### src/rtl/bom_pkg.sv
// Shared types, widths and register codes for the broadcast offset mapper.
// No dependencies; every other file in rtl/ imports this package.
package bom_pkg;

  // Field widths
  localparam int OFS_W     = 32;  // linear offsets
  localparam int DIM_W     = 16;  // dimension sizes
  localparam int MAX_DIMS  = 4;   // dimension positions of both tensors
  localparam int REG_DIMS  = 4;   // dimension registers per tensor
  localparam int REG_IDX_W = $clog2(REG_DIMS);
  localparam int CFG_IDX_W = $clog2(2 * REG_DIMS);

  // One lane: a divide-step cell per offset bit, a modulo-step cell per
  // dimension bit, then one multiply-accumulate register.
  localparam int DIV_CELLS = OFS_W;
  localparam int MOD_CELLS = DIM_W;
  localparam int LANE_CELLS = DIV_CELLS + MOD_CELLS;
  localparam int LANE_LAT  = LANE_CELLS + 1;
  localparam int PIPE_LAT  = MAX_DIMS * LANE_LAT;

  // Register indexes
  localparam logic [CFG_IDX_W-1:0] REG_OUT_DIM0 = CFG_IDX_W'(0);
  localparam logic [CFG_IDX_W-1:0] REG_OUT_DIM1 = CFG_IDX_W'(1);
  localparam logic [CFG_IDX_W-1:0] REG_OUT_DIM2 = CFG_IDX_W'(2);
  localparam logic [CFG_IDX_W-1:0] REG_OUT_DIM3 = CFG_IDX_W'(3);
  localparam logic [CFG_IDX_W-1:0] REG_IN_DIM0  = CFG_IDX_W'(4);
  localparam logic [CFG_IDX_W-1:0] REG_IN_DIM1  = CFG_IDX_W'(5);
  localparam logic [CFG_IDX_W-1:0] REG_IN_DIM2  = CFG_IDX_W'(6);
  localparam logic [CFG_IDX_W-1:0] REG_IN_DIM3  = CFG_IDX_W'(7);

  typedef logic [REG_DIMS-1:0][DIM_W-1:0] dims_t;

  // Beat handed from lane to lane
  typedef struct packed {
    logic             valid;
    logic [OFS_W-1:0] rest;  // offset still to be split
    logic [OFS_W-1:0] acc;   // input offset so far
  } beat_t;

  // Beat handed from cell to cell inside a lane
  typedef struct packed {
    logic             valid;
    logic [DIM_W-1:0] rem;   // partial remainder
    logic [OFS_W-1:0] quo;   // dividend bits in, quotient bits out
    logic [OFS_W-1:0] keep;  // quotient parked during the modulo steps
    logic [OFS_W-1:0] acc;
  } cell_t;

  // Size of dimension position p (0 = outermost); zero reads as one,
  // positions with no register are one.
  function automatic logic [DIM_W-1:0] dim_at(dims_t regs, int p);
    int r;
    logic [DIM_W-1:0] v;
    r = p - (MAX_DIMS - REG_DIMS);
    v = DIM_W'(1);
    if (r >= 0 && r < REG_DIMS) begin
      v = regs[REG_IDX_W'(r)];
      if (v == '0) v = DIM_W'(1);
    end
    return v;
  endfunction

endpackage

### src/rtl/broadcast_offset_mapper_unit.sv
// Top level of the broadcast offset mapper: dimension registers, stride
// chain and one lane per dimension position. Depends on bom_pkg, bom_lane.
//
//  channel   ports                              beat taken when
//  ------    ---------------------------------  ------------------------
//  command   start, busy, out_offset            start high, busy low
//  result    done, in_offset                    every cycle done is high
//  config    cfg_we, cfg_idx, cfg_data          cfg_we high
//
// One offset is taken every cycle; busy is never raised.
// Per dimension the pipe holds one division cell per offset bit, one per
// dimension bit and one MAC register.
// The result strobe lasts one cycle and cannot be held off by the receiver.
// Synchronous reset empties the pipe and sets every dimension to one.
// Strides settle through the registered multiply chain after a dimension write.
module broadcast_offset_mapper_unit (
  input  logic                          clk,
  input  logic                          rst,
  input  logic                          start,
  output logic                          busy,
  input  logic [bom_pkg::OFS_W-1:0]     out_offset,
  output logic                          done,
  output logic [bom_pkg::OFS_W-1:0]     in_offset,
  input  logic                          cfg_we,
  input  logic [bom_pkg::CFG_IDX_W-1:0] cfg_idx,
  input  logic [bom_pkg::DIM_W-1:0]     cfg_data
);
  import bom_pkg::*;

  dims_t            out_dims;
  dims_t            in_dims;
  logic [DIM_W-1:0] od_eff [MAX_DIMS];
  logic [DIM_W-1:0] id_eff [MAX_DIMS];
  logic [OFS_W-1:0] stride [MAX_DIMS];
  beat_t            beats  [0:MAX_DIMS];
  logic             accept;

  assign busy   = 1'b0;
  assign accept = start && !busy;

  // dimension registers
  always_ff @(posedge clk) begin
    if (rst) begin
      for (int i = 0; i < REG_DIMS; i++) begin
        out_dims[i] <= DIM_W'(1);
        in_dims[i]  <= DIM_W'(1);
      end
    end else if (cfg_we) begin
      unique case (cfg_idx)
        REG_OUT_DIM0: out_dims[0] <= cfg_data;
        REG_OUT_DIM1: out_dims[1] <= cfg_data;
        REG_OUT_DIM2: out_dims[2] <= cfg_data;
        REG_OUT_DIM3: out_dims[3] <= cfg_data;
        REG_IN_DIM0:  in_dims[0]  <= cfg_data;
        REG_IN_DIM1:  in_dims[1]  <= cfg_data;
        REG_IN_DIM2:  in_dims[2]  <= cfg_data;
        REG_IN_DIM3:  in_dims[3]  <= cfg_data;
        default: ;
      endcase
    end
  end

  // lane g serves position MAX_DIMS-1-g, innermost first
  for (genvar g = 0; g < MAX_DIMS; g++) begin : g_dim
    assign od_eff[g] = dim_at(out_dims, MAX_DIMS - 1 - g);
    assign id_eff[g] = dim_at(in_dims, MAX_DIMS - 1 - g);
  end

  // row-major strides, one registered multiply per step
  assign stride[0] = OFS_W'(1);
  for (genvar g = 1; g < MAX_DIMS; g++) begin : g_stride
    logic [OFS_W+DIM_W-1:0] stride_prod;
    assign stride_prod = stride[g-1] * id_eff[g-1];
    always_ff @(posedge clk) begin
      stride[g] <= stride_prod[OFS_W-1:0];
    end
  end

  // command beat into the first lane
  always_comb begin
    beats[0].valid = accept;
    beats[0].rest  = out_offset;
    beats[0].acc   = '0;
  end

  for (genvar g = 0; g < MAX_DIMS; g++) begin : g_lane
    bom_lane u_lane (
      .clk      (clk),
      .rst      (rst),
      .beat_in  (beats[g]),
      .out_dim  (od_eff[g]),
      .in_dim   (id_eff[g]),
      .stride   (stride[g]),
      .beat_out (beats[g+1])
    );
  end

  assign done      = beats[MAX_DIMS].valid;
  assign in_offset = beats[MAX_DIMS].acc;

  // a result only ever comes from an earlier accepted command
  a_done_from_start: assert property (@(posedge clk) disable iff (rst)
    done |-> $past(accept && !rst, PIPE_LAT))
    else $error("result strobe without matching command");

  // the outermost stride follows its neighbour in the next cycle
  if (MAX_DIMS > 1) begin : g_chk_stride
    a_stride_chain: assert property (@(posedge clk) disable iff (rst)
      $past(!rst) |-> stride[MAX_DIMS-1] ==
        OFS_W'($past(stride[MAX_DIMS-2]) * $past(id_eff[MAX_DIMS-2])))
      else $error("stride chain out of step");
  end

endmodule

### src/rtl/bom_div_cell.sv
// One restoring division step: shifts a dividend bit into the remainder and
// emits one quotient bit. Depends on bom_pkg.
module bom_div_cell (
  input  logic                    clk,
  input  logic                    rst,
  input  bom_pkg::cell_t          cell_in,
  input  logic [bom_pkg::DIM_W-1:0] divisor,
  output bom_pkg::cell_t          cell_out
);
  import bom_pkg::*;

  logic [DIM_W:0] trial;
  logic [DIM_W:0] diff;
  logic           take;

  // trial subtract
  always_comb begin
    trial = {cell_in.rem, cell_in.quo[OFS_W-1]};
    diff  = trial - {1'b0, divisor};
    take  = trial >= {1'b0, divisor};
  end

  // step register; valid is the only control bit
  always_ff @(posedge clk) begin
    if (rst) begin
      cell_out.valid <= 1'b0;
    end else begin
      cell_out.valid <= cell_in.valid;
    end
    cell_out.rem  <= take ? diff[DIM_W-1:0] : trial[DIM_W-1:0];
    cell_out.quo  <= {cell_in.quo[OFS_W-2:0], take};
    cell_out.keep <= cell_in.keep;
    cell_out.acc  <= cell_in.acc;
  end

endmodule

### src/rtl/bom_lane.sv
// One dimension of the mapping: a row of division cells for rest / out_dim,
// a row for index % in_dim, then index * stride accumulate.
// Depends on bom_pkg and bom_div_cell.
module bom_lane (
  input  logic                    clk,
  input  logic                    rst,
  input  bom_pkg::beat_t          beat_in,
  input  logic [bom_pkg::DIM_W-1:0] out_dim,
  input  logic [bom_pkg::DIM_W-1:0] in_dim,
  input  logic [bom_pkg::OFS_W-1:0] stride,
  output bom_pkg::beat_t          beat_out
);
  import bom_pkg::*;

  cell_t            chain [0:LANE_CELLS];
  cell_t            mod_load;
  logic [OFS_W+DIM_W-1:0] prod;

  // load the offset as dividend, remainder clear
  always_comb begin
    chain[0].valid = beat_in.valid;
    chain[0].rem   = '0;
    chain[0].quo   = beat_in.rest;
    chain[0].keep  = '0;
    chain[0].acc   = beat_in.acc;
  end

  // after the divide: park the quotient, feed the remainder as new dividend
  always_comb begin
    mod_load.valid = chain[DIV_CELLS].valid;
    mod_load.rem   = '0;
    mod_load.quo   = {chain[DIV_CELLS].rem, (OFS_W-DIM_W)'(0)};
    mod_load.keep  = chain[DIV_CELLS].quo;
    mod_load.acc   = chain[DIV_CELLS].acc;
  end

  for (genvar i = 0; i < LANE_CELLS; i++) begin : g_cell
    if (i < DIV_CELLS) begin : g_div
      bom_div_cell u_cell (
        .clk      (clk),
        .rst      (rst),
        .cell_in  (chain[i]),
        .divisor  (out_dim),
        .cell_out (chain[i+1])
      );
    end else if (i == DIV_CELLS) begin : g_first_mod
      bom_div_cell u_cell (
        .clk      (clk),
        .rst      (rst),
        .cell_in  (mod_load),
        .divisor  (in_dim),
        .cell_out (chain[i+1])
      );
    end else begin : g_mod
      bom_div_cell u_cell (
        .clk      (clk),
        .rst      (rst),
        .cell_in  (chain[i]),
        .divisor  (in_dim),
        .cell_out (chain[i+1])
      );
    end
  end

  // index * stride, mod 2^32
  assign prod = chain[LANE_CELLS].rem * stride;

  always_ff @(posedge clk) begin
    if (rst) begin
      beat_out.valid <= 1'b0;
    end else begin
      beat_out.valid <= chain[LANE_CELLS].valid;
    end
    beat_out.rest <= chain[LANE_CELLS].keep;
    beat_out.acc  <= chain[LANE_CELLS].acc + prod[OFS_W-1:0];
  end

endmodule
### config.mk
export PLATFORM = sky130hd
export DESIGN_NAME = broadcast_offset_mapper_unit
export DESIGN_NICKNAME = d
export VERILOG_FILES = /design/src/rtl/bom_pkg.sv /design/src/rtl/broadcast_offset_mapper_unit.sv /design/src/rtl/bom_div_cell.sv /design/src/rtl/bom_lane.sv
export SDC_FILE = /design/constraint.sdc
export NUM_CORES = 1
export LEC_CHECK = 0
export BUFFER_PORTS_ARGS = -buffer_cell sky130_fd_sc_hd__clkbuf_2
export CORE_MARGIN = 5
export CORE_UTILIZATION = 40
export DETAILED_ROUTE_END_ITERATION = 10
export PLACE_DENSITY = 0.62
export SLEW_MARGIN = 40
export SYNTH_ARGS = -nofsm -noshare
export SYNTH_HDL_FRONTEND = slang
export SYNTH_SLANG_ARGS = --single-unit
### constraint.sdc
create_clock -name clk -period 0.8 [get_ports clk]
set_input_delay 0.08 -clock clk [delete_from_list [all_inputs] [get_ports clk]]
set_output_delay 0.08 -clock clk [all_outputs]
set_load 0.05 [all_outputs]
==> impl_metrics.csv <==
group,metric,value,unit
global_routing,grt_pass1_vias,2364,
global_routing,overflow,0,
drt,num_vias,2481,
placed_design,dpl_worst_slack,0.003572,ns
timing,finalSetupTns,-0.1607,ns
global_routing,grt_pass1_wl,10630,um
clocking,cts_sinks,196,
yosys,ys_seq_area_frac,0.7093,
timing,timing.final.crit_share,1.201,
drt,detail_route.drc_violations,0,
placed_design,place_hpwl,3264,um
setup_path,start_kind,"register",
hold_path,worstHoldStart,"rst",
clocking,postCtsSetupRepairBufs,0,
yosys,synth_area,5532,um^2
pwr,p_total,18.16,mW
timing,fmax,1.041,GHz
clocking,clk_pin_slew,0.07,ns
pwr,p_leak,2.514,nW
run,maxCapViolCount,0,
yosys,avgSynthCellArea,12.37,um^2
setup_path,path_class,"register to output pin",
cells_and_area,nFillCells,1226,
setup_path,reg2regPathDepth,1,
clocking,cts_root_buf,"clkbuf_16",
global_routing,antenna_found_initial,0,
setup_path,required,0.72,ns
pwr,pwr-share-clk,0.431,
yosys,ys_warn_count,0,
drt,postRouteAntennaNets,0,
die,dieArea,16280,um^2
drt,vias_per_cell,3.811,
die,start_util,0.4032,
timing,fin_worst_skew,0.007346,ns
timing,setup_viol,1,
setup_path,critical_path.max_stage_delay,0.33,ns
setup_path,setup.worst_path.end_class,"output pin",
cells_and_area,fin_util,0.4545,
timing,hold_viol,0,
clocking,cts_buffers,17,
die,core_area,13720,um^2
die,rows,43,
setup_path,r2r_setup_slack,0.25,ns
clocking,clk_path_buf_depth,2,
clocking,htreeDepth,4,
setup_path,cp.buffers_inverters,1,
clocking,cts_tree,"yes",
yosys,synth_seq_cells,196,
die,die_y,127.6,um
cells_and_area,num-nets-final,513,
pwr,p_sw,4.148,mW
timing,fin_hold_ws,0.06651,ns
pwr,swShare,0.2284,
die,die_w,127.6,um
cells_and_area,drive_gt1_frac,0.09554,
pwr,seq_power_share,0.537,
setup_path,crit_slowest_cell,"dfxtp_2",
drt,finalWirelength,6092,um
pwr,ir_drop,1.449,mV
timing,fin_crit,0.9607,ns
cells_and_area,area_delta_synth_final,12.73,%
run_status,status,"finished with violations",
setup_path,path_cells,"buf_8",
setup_path,cp_max_fo,1,
timing,rsz0062_at_grt,"yes",
global_routing,grt_max_degree,79,
timing,drv_slew,0,
pwr,power_density,2912,nW/um^2
setup_path,arrival,0.88,ns
global_routing,grt_use_total,0.08389,
die,io_pins,89,
setup_path,path_delay_family,"flip-flops",
cells_and_area,n_antenna_cell,0,
run_status,violations,"negative setup slack",
timing,fin_ws,-0.1607,ns
hold_path,holdPathStages,3,
pwr,intPower,14.01,mW
drt,wire_per_inst,9.358,um
yosys,syn_inst,447,
clocking,clk_latency,0.42,ns
pwr,p_comb_frac,0.031,
hold_path,hold_class,"input port to register",
drt,first_pass_iters,3,
yosys,netlist-cell-type-count,7,
placed_design,place.gp.congestion,0.6610,
placed_design,port_buffers,3,
drt,drt-initial-drc-count,151,
[registers in the layout (all words and copies together) (netlist names)]
register / count
g_lane.u_lane.g_cell.g_first_mod.u_cell.cell_out: 4
g_lane.u_lane.g_cell.g_mod.u_cell.cell_out: 60
g_lane.u_lane.beat_out: 4
g_lane.u_lane.g_cell.g_div.u_cell.cell_out: 128
[power by group through the flow]
stage          Combinational (mW)  Clock [mW]  Sequential (mW)
2_1_floorplan               0.621           0             9.98
3_3_place_gp                0.557           0             9.98
3_5_place_dp                0.565           0             9.98
4_1_cts                     0.569        8.09             9.76
5_1_grt                     0.603        8.50             9.75
6_report                    0.567        7.83             9.76
[what timing repair did]
item / in CTS / in global routing
hold buffers: 1 / 0
endpoints found under the hold margin: 1 / 0
pin swaps: 0 / 0
endpoints found under the setup margin: 1 / 1
gates resized for setup: 3 / 1
[synth_stat cells]
cell type	count	area [um^2]
dfxtp_1	196	3924
nor2b_1	191	1195
buf_4	43	322.8
buf_2	6	30.03
and2b_1	5	37.54
clkbuf_1	5	18.77
conb_1	1	3.750
[placed cells by master, fill, tap and decap left out, drive strengths merged]
master / n
clkinvlp: 2
buf: 12
dfxtp: 196
nor2b: 191
conb: 33
inv: 9
clkinv: 2
clkbuf: 20
dlygate4sd3: 1
and2b: 5
[how the worst max path moves through the flow]
stage                             startpoint       end  slack (ns)  depth (start not counted)
2_1_floorplan  g_lane[3].u_lane.beat_out[64]      done        0.13                          0
3_3_place_gp                             rst  register        0.02                          4
3_5_place_dp                             rst  register       0.004                          4
4_1_cts        g_lane[3].u_lane.beat_out[64]      done       -0.20                          1
5_1_grt        g_lane[3].u_lane.beat_out[64]      done       -0.21                          1
6_report       g_lane[3].u_lane.beat_out[64]      done       -0.16                          1
[logic make-up after synthesis]
| group | share of synthesized area |
|---|---|
| DFF | 0.7093 |
| other | 0.0006779 |
| and+or+nand+nor | 0.2228 |
| buffers and inverters | 0.06718 |
[final cells by class]
cell class,count,area (um^2),share of cell area
multi-input cells,229,1356,0.2175
flip-flops and latches,196,3925,0.6294
repair buffers,14,175.2,0.02809
clock inverters,13,111.4,0.01786
well taps,180,225.2,0.03612
clock buffers,19,442.9,0.07103
[per-stage QoR]
stage | cell area (um^2) | cells
finish | 6236 | 651
global route | 6236 | 651
CTS | 6235 | 651
detailed placement | 5660 | 618
global placement | 5660 | 618
floorplan | 5652 | 479
[per-layer routing]
metal | vias to the layer above | global-route usage | part of all wire
li1 | 1295 | - | -
met1 | 1133 | 0.1075 | 0.52
met4 | 0 | 0.04120 | 0.017
met2 | 46 | 0.1133 | 0.41
met3 | 7 | 0.04682 | 0.059
met5 | - | 0 | 0
No activity file was read; power rests on OpenSTA's default activity.
